**src/rtl/rsp_pkg.sv**
```systemverilog
`timescale 1ns / 1ps

package rsp_pkg;

    // Field and state widths
    localparam int PERIOD_W = 16;
    localparam int CMP_W    = 14;
    localparam int MODE_W   = 3;
    localparam int LEVEL_W  = 8;
    localparam int SERVO_W  = 7;
    localparam int PROD_W   = 24;

    localparam logic [PERIOD_W-1:0] PERIOD_RESET = 16'd24999;

    // Ticks a button must stay held before it reports hold
    localparam int HOLD_TICKS  = 100;
    // Steps in one turn of the hue wheel
    localparam int WHEEL_STEPS = 1440;

    // Mode codes as reported in the result item
    localparam logic [MODE_W-1:0] CODE_AUTO  = 3'd0;
    localparam logic [MODE_W-1:0] CODE_RED   = 3'd1;
    localparam logic [MODE_W-1:0] CODE_GREEN = 3'd2;
    localparam logic [MODE_W-1:0] CODE_BLUE  = 3'd3;
    localparam logic [MODE_W-1:0] CODE_SERVO = 3'd4;

    // Debouncer phase, one-hot
    typedef enum logic [2:0] {
        PH_IDLE  = 3'b001,
        PH_PRESS = 3'b010,
        PH_HELD  = 3'b100
    } phase_t;

    // Button event reported by a debouncer
    typedef enum logic [1:0] {
        EV_NONE  = 2'd0,
        EV_PRESS = 2'd1,
        EV_HOLD  = 2'd2
    } event_t;

    // Current levels, handed from the mode unit to the scaler
    typedef struct packed {
        logic [SERVO_W-1:0] servo;
        logic [LEVEL_W-1:0] red;
        logic [LEVEL_W-1:0] green;
        logic [LEVEL_W-1:0] blue;
    } levels_t;

endpackage

```
**src/rtl/rsp_debounce.sv**
```systemverilog
`timescale 1ns / 1ps

module rsp_debounce (
    input  logic            clk,
    input  logic            rst_n,
    input  logic            en,
    input  logic            down,
    output rsp_pkg::event_t evt
);
    import rsp_pkg::*;

    localparam int HOLD_W     = 7;

    phase_t              phase_reg;
    phase_t              phase_next;
    logic [HOLD_W-1:0]   count_reg;
    logic [HOLD_W-1:0]   count_next;
    logic [HOLD_W-1:0]   count_sat;

    // Count up while held, stick at all ones
    assign count_sat = (count_reg == '1) ? count_reg : count_reg + 1'b1;

    // Advance the phase and report press or hold
    always_comb
    begin
        phase_next = phase_reg;
        count_next = count_reg;
        evt        = EV_NONE;
        unique case (phase_reg)
            PH_PRESS:
            begin
                if (down)
                begin
                    phase_next = PH_HELD;
                    evt        = EV_PRESS;
                end
                else
                begin
                    phase_next = PH_IDLE;
                end
            end
            PH_HELD:
            begin
                if (down)
                begin
                    count_next = count_sat;
                    if (count_sat > HOLD_W'(HOLD_TICKS))
                    begin
                        evt = EV_HOLD;
                    end
                end
                else
                begin
                    phase_next = PH_IDLE;
                    count_next = '0;
                end
            end
            default:
            begin
                phase_next = down ? PH_PRESS : PH_IDLE;
            end
        endcase
    end

    // Update on each accepted item
    always_ff @(posedge clk or negedge rst_n)
    begin
        if (!rst_n)
        begin
            phase_reg <= PH_IDLE;
            count_reg <= '0;
        end
        else if (en)
        begin
            phase_reg <= phase_next;
            count_reg <= count_next;
        end
    end

endmodule

```
**src/rtl/rsp_mode_ctrl.sv**
```systemverilog
`timescale 1ns / 1ps

module rsp_mode_ctrl (
    input  logic                         clk,
    input  logic                         rst_n,
    input  logic                         in_valid,
    output logic                         in_ready,
    input  logic                         sw1,
    input  logic                         sw2,
    output logic                         lv_valid,
    input  logic                         lv_ready,
    output rsp_pkg::levels_t             levels,
    output logic [rsp_pkg::MODE_W-1:0]   mode_code
);
    import rsp_pkg::*;

    localparam int HUE_W       = 11;
    localparam int SPEED_W     = 8;
    localparam int SECTOR      = 240;
    localparam int LVL_HI      = 250;
    localparam int LVL_LO      = 10;
    localparam int MAN_MAX     = 240;
    localparam int MAN_STEP    = 10;
    localparam int SERVO_MIN   = 30;
    localparam int SERVO_MAX   = 120;
    localparam int SERVO_STEP  = 5;
    localparam int SPEED_MAX   = 255;

    typedef enum logic [4:0] {
        MODE_AUTO  = 5'b00001,
        MODE_RED   = 5'b00010,
        MODE_GREEN = 5'b00100,
        MODE_BLUE  = 5'b01000,
        MODE_SERVO = 5'b10000
    } mode_t;

    // Step a manual colour level by ten, increment first
    function automatic logic [LEVEL_W-1:0] step10(input logic [LEVEL_W-1:0] v,
                                                  input logic up, input logic dn);
        logic [LEVEL_W:0] t;
        t = {1'b0, v};
        if (up)
        begin
            t = t + (LEVEL_W+1)'(MAN_STEP);
            if (t > (LEVEL_W+1)'(MAN_MAX))
            begin
                t = (LEVEL_W+1)'(MAN_MAX);
            end
        end
        if (dn)
        begin
            t = (t < (LEVEL_W+1)'(2 * MAN_STEP)) ? (LEVEL_W+1)'(LVL_LO)
                                                 : t - (LEVEL_W+1)'(MAN_STEP);
        end
        return t[LEVEL_W-1:0];
    endfunction

    // Step the servo level by five within its range
    function automatic logic [SERVO_W-1:0] step5(input logic [SERVO_W-1:0] v,
                                                 input logic up, input logic dn);
        logic [SERVO_W-1:0] t;
        t = v;
        if (up)
        begin
            t = t + SERVO_W'(SERVO_STEP);
            if (t > SERVO_W'(SERVO_MAX))
            begin
                t = SERVO_W'(SERVO_MAX);
            end
        end
        if (dn)
        begin
            t = (t < SERVO_W'(SERVO_MIN + SERVO_STEP)) ? SERVO_W'(SERVO_MIN)
                                                       : t - SERVO_W'(SERVO_STEP);
        end
        return t;
    endfunction

    event_t               e1;
    event_t               e2;
    logic                 accept;
    logic                 lv_valid_reg;
    mode_t                mode_reg;
    mode_t                mode_next;
    logic                 blue_sel_reg;
    logic                 blue_sel_next;
    logic [SPEED_W-1:0]   speed_reg;
    logic [SPEED_W-1:0]   speed_next;
    logic [SPEED_W-1:0]   speed_inc;
    logic [SPEED_W-1:0]   speed_dec;
    logic [HUE_W-1:0]     hue_reg;
    logic [HUE_W-1:0]     hue_next;
    logic [HUE_W:0]       hue_sum;
    logic [HUE_W-1:0]     hue_wrap;
    logic [HUE_W-1:0]     hue_off;
    logic [LEVEL_W-1:0]   off_up;
    logic [LEVEL_W-1:0]   off_dn;
    levels_t              wheel_lv;
    levels_t              lv_reg;
    levels_t              lv_next;
    logic                 changed;
    logic                 p1;
    logic                 p2;

    // Debounce both buttons
    rsp_debounce u_deb1 (
        .clk   (clk),
        .rst_n (rst_n),
        .en    (accept),
        .down  (sw1),
        .evt   (e1)
    );

    rsp_debounce u_deb2 (
        .clk   (clk),
        .rst_n (rst_n),
        .en    (accept),
        .down  (sw2),
        .evt   (e2)
    );

    // Take an item whenever the level stage is empty or moving on
    assign in_ready = !lv_valid_reg || lv_ready;
    assign accept   = in_valid && in_ready;
    assign p1       = (e1 == EV_PRESS);
    assign p2       = (e2 == EV_PRESS);

    // Adjust wheel speed: raise to 255, lower to 1
    assign speed_inc = (p1 && speed_reg != SPEED_W'(SPEED_MAX)) ? speed_reg + 1'b1 : speed_reg;
    assign speed_dec = !p2 ? speed_inc
                     : (speed_inc > SPEED_W'(1)) ? speed_inc - 1'b1 : SPEED_W'(1);

    // Advance the hue and wrap once
    assign hue_sum  = {1'b0, hue_reg} + (HUE_W+1)'(speed_dec);
    assign hue_wrap = (hue_sum >= (HUE_W+1)'(WHEEL_STEPS))
                    ? HUE_W'(hue_sum - (HUE_W+1)'(WHEEL_STEPS)) : hue_sum[HUE_W-1:0];

    // Map the hue into six sectors
    always_comb
    begin
        wheel_lv       = lv_reg;
        hue_off        = hue_wrap;
        priority if (hue_wrap < HUE_W'(SECTOR))
        begin
            hue_off = hue_wrap;
        end
        else if (hue_wrap < HUE_W'(2 * SECTOR))
        begin
            hue_off = hue_wrap - HUE_W'(SECTOR);
        end
        else if (hue_wrap < HUE_W'(3 * SECTOR))
        begin
            hue_off = hue_wrap - HUE_W'(2 * SECTOR);
        end
        else if (hue_wrap < HUE_W'(4 * SECTOR))
        begin
            hue_off = hue_wrap - HUE_W'(3 * SECTOR);
        end
        else if (hue_wrap < HUE_W'(5 * SECTOR))
        begin
            hue_off = hue_wrap - HUE_W'(4 * SECTOR);
        end
        else
        begin
            hue_off = hue_wrap - HUE_W'(5 * SECTOR);
        end
        off_up = LEVEL_W'(LVL_LO) + hue_off[LEVEL_W-1:0];
        off_dn = LEVEL_W'(LVL_HI) - hue_off[LEVEL_W-1:0];
        priority if (hue_wrap < HUE_W'(SECTOR))
        begin
            wheel_lv.red   = LEVEL_W'(LVL_HI);
            wheel_lv.green = off_up;
            wheel_lv.blue  = LEVEL_W'(LVL_LO);
        end
        else if (hue_wrap < HUE_W'(2 * SECTOR))
        begin
            wheel_lv.red   = off_dn;
            wheel_lv.green = LEVEL_W'(LVL_HI);
            wheel_lv.blue  = LEVEL_W'(LVL_LO);
        end
        else if (hue_wrap < HUE_W'(3 * SECTOR))
        begin
            wheel_lv.red   = LEVEL_W'(LVL_LO);
            wheel_lv.green = LEVEL_W'(LVL_HI);
            wheel_lv.blue  = off_up;
        end
        else if (hue_wrap < HUE_W'(4 * SECTOR))
        begin
            wheel_lv.red   = LEVEL_W'(LVL_LO);
            wheel_lv.green = off_dn;
            wheel_lv.blue  = LEVEL_W'(LVL_HI);
        end
        else if (hue_wrap < HUE_W'(5 * SECTOR))
        begin
            wheel_lv.red   = off_up;
            wheel_lv.green = LEVEL_W'(LVL_LO);
            wheel_lv.blue  = LEVEL_W'(LVL_HI);
        end
        else
        begin
            wheel_lv.red   = LEVEL_W'(LVL_HI);
            wheel_lv.green = LEVEL_W'(LVL_LO);
            wheel_lv.blue  = off_dn;
        end
    end

    // Select a mode or act on the current one
    always_comb
    begin
        mode_next     = mode_reg;
        blue_sel_next = blue_sel_reg;
        speed_next    = speed_reg;
        hue_next      = hue_reg;
        lv_next       = lv_reg;
        changed       = 1'b0;
        priority if (e2 != EV_HOLD)
        begin
            blue_sel_next = 1'b0;
        end
        else if (e1 == EV_PRESS)
        begin
            mode_next     = blue_sel_reg ? MODE_BLUE : MODE_RED;
            blue_sel_next = 1'b1;
            changed       = 1'b1;
        end
        else if (e1 == EV_HOLD)
        begin
            mode_next = MODE_GREEN;
            changed   = 1'b1;
        end
        if (!changed)
        begin
            unique case (mode_reg)
                MODE_AUTO:
                begin
                    speed_next     = speed_dec;
                    hue_next       = hue_wrap;
                    lv_next.red    = wheel_lv.red;
                    lv_next.green  = wheel_lv.green;
                    lv_next.blue   = wheel_lv.blue;
                end
                MODE_RED:
                begin
                    lv_next.green = LEVEL_W'(LVL_LO);
                    lv_next.blue  = LEVEL_W'(LVL_LO);
                    lv_next.red   = step10(lv_reg.red, p1, p2);
                end
                MODE_GREEN:
                begin
                    lv_next.red   = LEVEL_W'(LVL_LO);
                    lv_next.blue  = LEVEL_W'(LVL_LO);
                    lv_next.green = step10(lv_reg.green, p1, p2);
                end
                MODE_BLUE:
                begin
                    lv_next.red   = LEVEL_W'(LVL_LO);
                    lv_next.green = LEVEL_W'(LVL_LO);
                    lv_next.blue  = step10(lv_reg.blue, p1, p2);
                end
                default:
                begin
                    lv_next.servo = step5(lv_reg.servo, p1, p2);
                    lv_next.red   = LEVEL_W'(1);
                    lv_next.green = LEVEL_W'(1);
                    lv_next.blue  = LEVEL_W'(1);
                end
            endcase
        end
    end

    // Hold state; the state registers double as the level stage
    always_ff @(posedge clk or negedge rst_n)
    begin
        if (!rst_n)
        begin
            mode_reg     <= MODE_SERVO;
            blue_sel_reg <= 1'b0;
            speed_reg    <= SPEED_W'(2);
            hue_reg      <= '0;
            lv_reg.servo <= SERVO_W'(75);
            lv_reg.red   <= LEVEL_W'(1);
            lv_reg.green <= LEVEL_W'(1);
            lv_reg.blue  <= LEVEL_W'(1);
            lv_valid_reg <= 1'b0;
        end
        else
        begin
            if (accept)
            begin
                mode_reg     <= mode_next;
                blue_sel_reg <= blue_sel_next;
                speed_reg    <= speed_next;
                hue_reg      <= hue_next;
                lv_reg       <= lv_next;
            end
            if (in_ready)
            begin
                lv_valid_reg <= accept;
            end
        end
    end

    // Encode the mode for the result
    always_comb
    begin
        unique case (mode_reg)
            MODE_AUTO:  mode_code = CODE_AUTO;
            MODE_RED:   mode_code = CODE_RED;
            MODE_GREEN: mode_code = CODE_GREEN;
            MODE_BLUE:  mode_code = CODE_BLUE;
            default:    mode_code = CODE_SERVO;
        endcase
    end

    assign levels   = lv_reg;
    assign lv_valid = lv_valid_reg;

endmodule

```
**src/rtl/rsp_scale.sv**
```systemverilog
`timescale 1ns / 1ps

module rsp_scale (
    input  logic                           clk,
    input  logic                           rst_n,
    input  logic                           in_valid,
    output logic                           in_ready,
    input  rsp_pkg::levels_t               levels,
    input  logic [rsp_pkg::MODE_W-1:0]     mode_in,
    input  logic [rsp_pkg::PERIOD_W-1:0]   period,
    output logic                           out_valid,
    input  logic                           out_ready,
    output logic [rsp_pkg::CMP_W-1:0]      servo_cmp,
    output logic [rsp_pkg::CMP_W-1:0]      red_cmp,
    output logic [rsp_pkg::CMP_W-1:0]      blue_cmp,
    output logic [rsp_pkg::CMP_W-1:0]      green_cmp,
    output logic [rsp_pkg::MODE_W-1:0]     mode_out
);
    import rsp_pkg::*;

    // ceil(2^34 / 1000): exact quotient for any 24-bit product
    localparam int RECIP_W     = 25;
    localparam int RECIP_SHIFT = 34;
    localparam logic [RECIP_W-1:0] RECIP_1000 = 25'd17179870;
    localparam int WIDE_W      = PROD_W + RECIP_W;

    // Divide a product by 1000, keep the low compare bits
    function automatic logic [CMP_W-1:0] div1000(input logic [PROD_W-1:0] p);
        logic [WIDE_W-1:0] t;
        t = WIDE_W'(p) * WIDE_W'(RECIP_1000);
        return t[RECIP_SHIFT+CMP_W-1:RECIP_SHIFT];
    endfunction

    logic                 prod_valid_reg;
    logic                 prod_ready;
    logic [PROD_W-1:0]    servo_prod_reg;
    logic [PROD_W-1:0]    red_prod_reg;
    logic [PROD_W-1:0]    blue_prod_reg;
    logic [PROD_W-1:0]    green_prod_reg;
    logic [MODE_W-1:0]    prod_mode_reg;
    logic                 out_valid_reg;
    logic                 out_load;
    logic [CMP_W-1:0]     servo_cmp_reg;
    logic [CMP_W-1:0]     red_cmp_reg;
    logic [CMP_W-1:0]     blue_cmp_reg;
    logic [CMP_W-1:0]     green_cmp_reg;
    logic [MODE_W-1:0]    mode_out_reg;

    // Each stage moves on when the one after it has room
    assign out_load   = !out_valid_reg || out_ready;
    assign prod_ready = !prod_valid_reg || out_load;
    assign in_ready   = prod_ready;

    // Multiply levels by the period
    always_ff @(posedge clk)
    begin
        if (prod_ready)
        begin
            servo_prod_reg <= PROD_W'(levels.servo) * PROD_W'(period);
            red_prod_reg   <= PROD_W'(levels.red) * PROD_W'(period);
            blue_prod_reg  <= PROD_W'(levels.blue) * PROD_W'(period);
            green_prod_reg <= PROD_W'(levels.green) * PROD_W'(period);
            prod_mode_reg  <= mode_in;
        end
    end

    // Divide by 1000 into the result register
    always_ff @(posedge clk)
    begin
        if (out_load)
        begin
            servo_cmp_reg <= div1000(servo_prod_reg);
            red_cmp_reg   <= div1000(red_prod_reg);
            blue_cmp_reg  <= div1000(blue_prod_reg);
            green_cmp_reg <= div1000(green_prod_reg);
            mode_out_reg  <= prod_mode_reg;
        end
    end

    // Track stage occupancy
    always_ff @(posedge clk or negedge rst_n)
    begin
        if (!rst_n)
        begin
            prod_valid_reg <= 1'b0;
            out_valid_reg  <= 1'b0;
        end
        else
        begin
            if (prod_ready)
            begin
                prod_valid_reg <= in_valid;
            end
            if (out_load)
            begin
                out_valid_reg <= prod_valid_reg;
            end
        end
    end

    assign out_valid = out_valid_reg;
    assign servo_cmp = servo_cmp_reg;
    assign red_cmp   = red_cmp_reg;
    assign blue_cmp  = blue_cmp_reg;
    assign green_cmp = green_cmp_reg;
    assign mode_out  = mode_out_reg;

endmodule

```
**src/rtl/rgb_servo_pwm_mode_controller.sv**
```systemverilog
`timescale 1ns / 1ps

// Channel  Direction  Handshake                  Payload
// s_*      in         s_tvalid / s_tready        s_tdata: sw1_pressed, sw2_pressed
// m_*      out        m_tvalid / m_tready        m_tdata: four compares, current_mode
// cfg_*    in         cfg_valid / cfg_ready      cfg_data: pwm_period
//
// One item per clock sustained while m_tready is high; each passes the level
// register, then the two multiply stages (level times period, then the
// reciprocal of 1000), before its result shows on m_tvalid. Mode and debounce
// state update at the accepting edge. rst_n is asynchronous and returns all
// control and valid state to its power-on values, but not the scaler data
// registers. With m_tready low the three stages fill, then s_tready drops; cfg_ready is always high.

module rgb_servo_pwm_mode_controller (
    input  logic                           clk,
    input  logic                           rst_n,
    input  logic                           s_tvalid,
    output logic                           s_tready,
    input  logic [7:0]                     s_tdata,   // [0] sw1_pressed, [1] sw2_pressed
    output logic                           m_tvalid,
    input  logic                           m_tready,
    output logic [63:0]                    m_tdata,   // [13:0] servo_compare,
                                                      // [27:14] red_compare,
                                                      // [41:28] blue_compare,
                                                      // [55:42] green_compare,
                                                      // [58:56] current_mode
    input  logic                           cfg_valid,
    output logic                           cfg_ready,
    input  logic [rsp_pkg::PERIOD_W-1:0]   cfg_data
);
    import rsp_pkg::*;

    logic [PERIOD_W-1:0]  period_reg;
    logic                 lv_valid;
    logic                 lv_ready;
    levels_t              levels;
    logic [MODE_W-1:0]    mode_code;
    logic [CMP_W-1:0]     servo_cmp;
    logic [CMP_W-1:0]     red_cmp;
    logic [CMP_W-1:0]     blue_cmp;
    logic [CMP_W-1:0]     green_cmp;
    logic [MODE_W-1:0]    mode_out;

    // Hold the PWM period
    assign cfg_ready = 1'b1;

    always_ff @(posedge clk or negedge rst_n)
    begin
        if (!rst_n)
        begin
            period_reg <= PERIOD_RESET;
        end
        else if (cfg_valid && cfg_ready)
        begin
            period_reg <= cfg_data;
        end
    end

    // Debounce, select mode, update levels
    rsp_mode_ctrl u_mode (
        .clk       (clk),
        .rst_n     (rst_n),
        .in_valid  (s_tvalid),
        .in_ready  (s_tready),
        .sw1       (s_tdata[0]),
        .sw2       (s_tdata[1]),
        .lv_valid  (lv_valid),
        .lv_ready  (lv_ready),
        .levels    (levels),
        .mode_code (mode_code)
    );

    // Scale levels into compare values
    rsp_scale u_scale (
        .clk       (clk),
        .rst_n     (rst_n),
        .in_valid  (lv_valid),
        .in_ready  (lv_ready),
        .levels    (levels),
        .mode_in   (mode_code),
        .period    (period_reg),
        .out_valid (m_tvalid),
        .out_ready (m_tready),
        .servo_cmp (servo_cmp),
        .red_cmp   (red_cmp),
        .blue_cmp  (blue_cmp),
        .green_cmp (green_cmp),
        .mode_out  (mode_out)
    );

    // Pack the result item
    assign m_tdata = {5'b0, mode_out, green_cmp, blue_cmp, red_cmp, servo_cmp};

endmodule

```
**config.mk**
```make
export PLATFORM = sky130hd
export DESIGN_NAME = rgb_servo_pwm_mode_controller
export DESIGN_NICKNAME = d
export VERILOG_FILES = /design/src/rtl/rsp_pkg.sv /design/src/rtl/rsp_debounce.sv /design/src/rtl/rsp_mode_ctrl.sv /design/src/rtl/rsp_scale.sv /design/src/rtl/rgb_servo_pwm_mode_controller.sv
export SDC_FILE = /design/constraint.sdc
export NUM_CORES = 2
export LEC_CHECK = 0
export ABC_AREA = 1
export BUFFER_PORTS_ARGS = -buffer_cell sky130_fd_sc_hd__buf_2
export CAP_MARGIN = 20
export CORE_MARGIN = 2
export CORE_UTILIZATION = 45
export CTS_BUF_LIST = sky130_fd_sc_hd__clkbuf_8
export DETAILED_ROUTE_END_ITERATION = 12
export PLACE_DENSITY = 0.68
export SLEW_MARGIN = 30
export SYNTH_ARGS = -nofsm -noshare
export SYNTH_HDL_FRONTEND = slang
export SYNTH_SLANG_ARGS = --single-unit
export TNS_END_PERCENT = 20
```
**constraint.sdc**
```tcl
create_clock -name clk -period 7.1 [get_ports clk]
set_input_delay 0.71 -clock clk [delete_from_list [all_inputs] [get_ports clk]]
set_output_delay 0.71 -clock clk [all_outputs]
set_load 0.1 [all_outputs]
```
==> out/metrics.yaml <==
critical_path:
  rr_startpoint: "u_scale.servo_prod_reg[20]"
  cp_cell_sequence: "fa_1, inv_1, fa_1, inv_1, fa_1, fa_1, fa_1, inv_1, fa_1, inv_1, fa_1, ha_1, nand2_1, nor2_1, nand2_1, nor3_1, nand3_1, nand3_1, nand2_1, o211ai_1, nand2_1, nand3_1, nand2_1"
  end_kind: "flop"
  reg2reg_to: "u_scale.servo_cmp[12]"
  path_depth: 23
  reg2reg_slack_ns: 0.70
  max_stage_delay_ns: 0.67
  cp_slowest_cell: "fa_1"
  reg2reg_depth: 23
  critPathLaunchType: "flop"
  critPathKind: "reg2reg"
  path_delay_family: "adder cells"
  timing.critical_path.buf_inv: 4
  path_common_cell: "fa_1"
  worstPathArrival_ns: 6.87
  cp.required_ns: 7.57
  crit_fanout: 8
floorplan:
  die_area_sq_um: 140000
  coreArea_sq_um: 136000
  rows: 135
  io_pins: 96
  start_util: 0.455
  fp.dieW_um: 374
  die_y_um: 374
clocking:
  clk-insertion-delay-late_ns: 0.73
  cts_tree: "done"
  htree_num_levels: 2
  clockRootBuffer: "clkbuf_8"
  clock_tree.buffer_depth: 3
  cts-buffers-inserted: 49
  clock-sinks: 232
  clk_pin_slew_ns: 0.08
worst_hold_path:
  min_from: "cfg_data[8]"
  min_path_type: "in2reg"
  min_path_cells: 2
  whs_endpoint: "period_reg[8]"
detailed_routing:
  routed_wl_um: 141000
  dr.first_iter.drc_count: 2384
  wire_per_inst_um: 15.8
  via_per_inst: 5.05
  detail-route-antenna-nets: 0
  remaining_drc_errors: 0
  dr.pass1.iters: 6
  num_vias: 45049
final_layout:
  n_fill_cell: 12909
  fin_nets: 9307
  areaGrowthSynthToFinish_pct: 5.53
  largest_reg_flops: 31
  fin_cells: 8913
  drive_gt1_frac: 0.0391
synthesis:
  synth_top_area_frac: 0.324
  ys.flop_type: "edfxtp_1"
  synthesis.area_sq_um: 61800
  synth_warnings: 0
  syn_inst: 7046
  synth.distinct_cells: 68
  syn_avg_cell_area_sq_um: 8.77
  synth.area.top_cells: "fa_1, ha_1, inv_1"
  ys_seq_area_frac: 0.107
  synth-async-reset-ratio: 0.323
  synth_top_cell_by_area: "fa_1"
  yosysMostFrequentCell: "inv_1"
  synth_seq_cells: 232
  synth-edff-count: 157
  synth_common_cells: "inv_1, ha_1, nand2_1"
sta:
  rsz0062_at_grt: "no"
  slew_headroom: 0.308
  period_share: 0.901
  report.final.slew_viol_count: 0
  fin_setup_tns_ns: 0
  hold_ws_ns: 0.221
  worst_pin_slew_ns: 1.04
  fin_skew_ns: 0.0480
  hold_viol: 0
  finalSetupViolCount: 0
  fmax_mhz: 156
  period_minus_slack_ns: 6.40
  fin_ws_ns: 0.701
global_routing:
  grtUsageTotal: 0.209
  grt-ovfl-total: 0
  antenna_found_initial: 8
  grt_max_degree: 63
  grt_pass1_wl_um: 239000
  grt_pass1_vias: 47748
placed_design:
  gp_congestion: 0.921
  hpwl_um: 117000
  place_ws_ns: 0.762
  portBuffers: 83
  dp_cells: 8819
run_status:
  status: "finished clean"
flow_run:
  maxCapViolations: 0
==> placed cells by master, fill, tap and decap left out, types with 6 or more instances in the layout <==
cell type and count:
inv_1 1954, ha_1 1187, nand2_1 1148, fa_1 1001, nor2_1 298, a21oi_1 285
o21ai_0 174, edfxtp_1 157, nand3_1 114, xor2_1 112, buf_2 82, clkbuf_8 57
dfrtp_1 56, nand4_1 52, xnor2_1 43, a31oi_1 36, buf_4 36, a21o_1 35
nor3_1 27, nor4_1 26, o211ai_1 21, dfstp_2 18, o21bai_1 17, mux2_2 16
o21a_1 15, o22ai_1 13, o21ai_1 12, a21boi_0 11, clkinv_2 11, o31ai_1 8
inv_2 7, a211oi_1 6, conb_1 6
==> cell families after synthesis <==
| group | count (synthesis) | synth area share |
|---|---|---|
| flops | 232 | 0.107 |
| other cells | 2 | 0.000122 |
| mux | 16 | 0.00292 |
| xor+xnor | 156 | 0.0222 |
| compound gates | 667 | 0.0621 |
| buf+inv | 2083 | 0.128 |
| simple gates | 1702 | 0.113 |
| fa+ha+maj | 2188 | 0.565 |
==> metrics by stage <==
step,area [sq um],util
after CTS,65200,0.480
after global routing,65200,0.480
after detailed placement,64100,0.472
after global placement,64100,0.472
final,65200,0.480
after floorplan,61800,-
==> layer usage <==
| layer | vias to the layer above | wire length (um) | GRT usage |
|---|---|---|---|
| li1 | 21752 | - | - |
| met1 | 22184 | 65300 | 0.292 |
| met2 | 936 | 65400 | 0.347 |
| met3 | 167 | 7500 | 0.0312 |
| met4 | 10 | 2360 | 0.0385 |
| met5 | - | 66 | 0 |
==> worst register-to-register path, stage by stage (launching register included) <==
cell and delay, ns:
edfxtp_1 0.59, fa_1 0.67, inv_1 0.07, fa_1 0.51, inv_1 0.05, fa_1 0.53, fa_1 0.47, fa_1 0.51
inv_1 0.05, fa_1 0.47, inv_1 0.05, fa_1 0.44, ha_1 0.34, nand2_1 0.10, nor2_1 0.18, nand2_1 0.08
nor3_1 0.22, nand3_1 0.11, nand3_1 0.20, nand2_1 0.08, o211ai_1 0.15, nand2_1 0.13, nand3_1 0.09, nand2_1 0.05
==> worst max path at each step <==
stage / startpoint / end / slack [ns]
after global routing: u_scale.servo_prod_reg[20] / u_scale.servo_cmp[12] / 0.31
final: u_scale.servo_prod_reg[20] / u_scale.servo_cmp[12] / 0.70
after global placement: u_scale.servo_prod_reg[20] / u_scale.servo_cmp[12] / 0.81
after CTS: u_scale.servo_prod_reg[20] / u_scale.servo_cmp[12] / 0.72
after floorplan: u_scale.servo_prod_reg[20] / u_scale.servo_cmp[12] / 1.42
after detailed placement: u_scale.servo_prod_reg[20] / u_scale.servo_cmp[12] / 0.76
==> timing repair <==
action,CTS,global route
setup buffers,0,0
hold buffers,1,0
setup endpoints to repair,0,0
endpoints found under the hold margin,12,0
resized for setup,0,0
==> layout make-up <==
class | instances | area (sq um) | share of cell area
Tap cell | 1781 | 2230 | 0.0342
Antenna cell | 1 | 2.50 | 0.0000384
Clock buffer | 57 | 785 | 0.0120
Sequential cell | 232 | 6620 | 0.101
Timing Repair Buffer | 119 | 691 | 0.0106
Clock inverter | 35 | 254 | 0.00390
Multi-Input combinational cell | 4735 | 47300 | 0.725
Inverter | 1953 | 7330 | 0.113
Power is left out: the tool's default activity adds up to more than one toggle a clock period on the data nets, which glitch-free logic cannot reach.
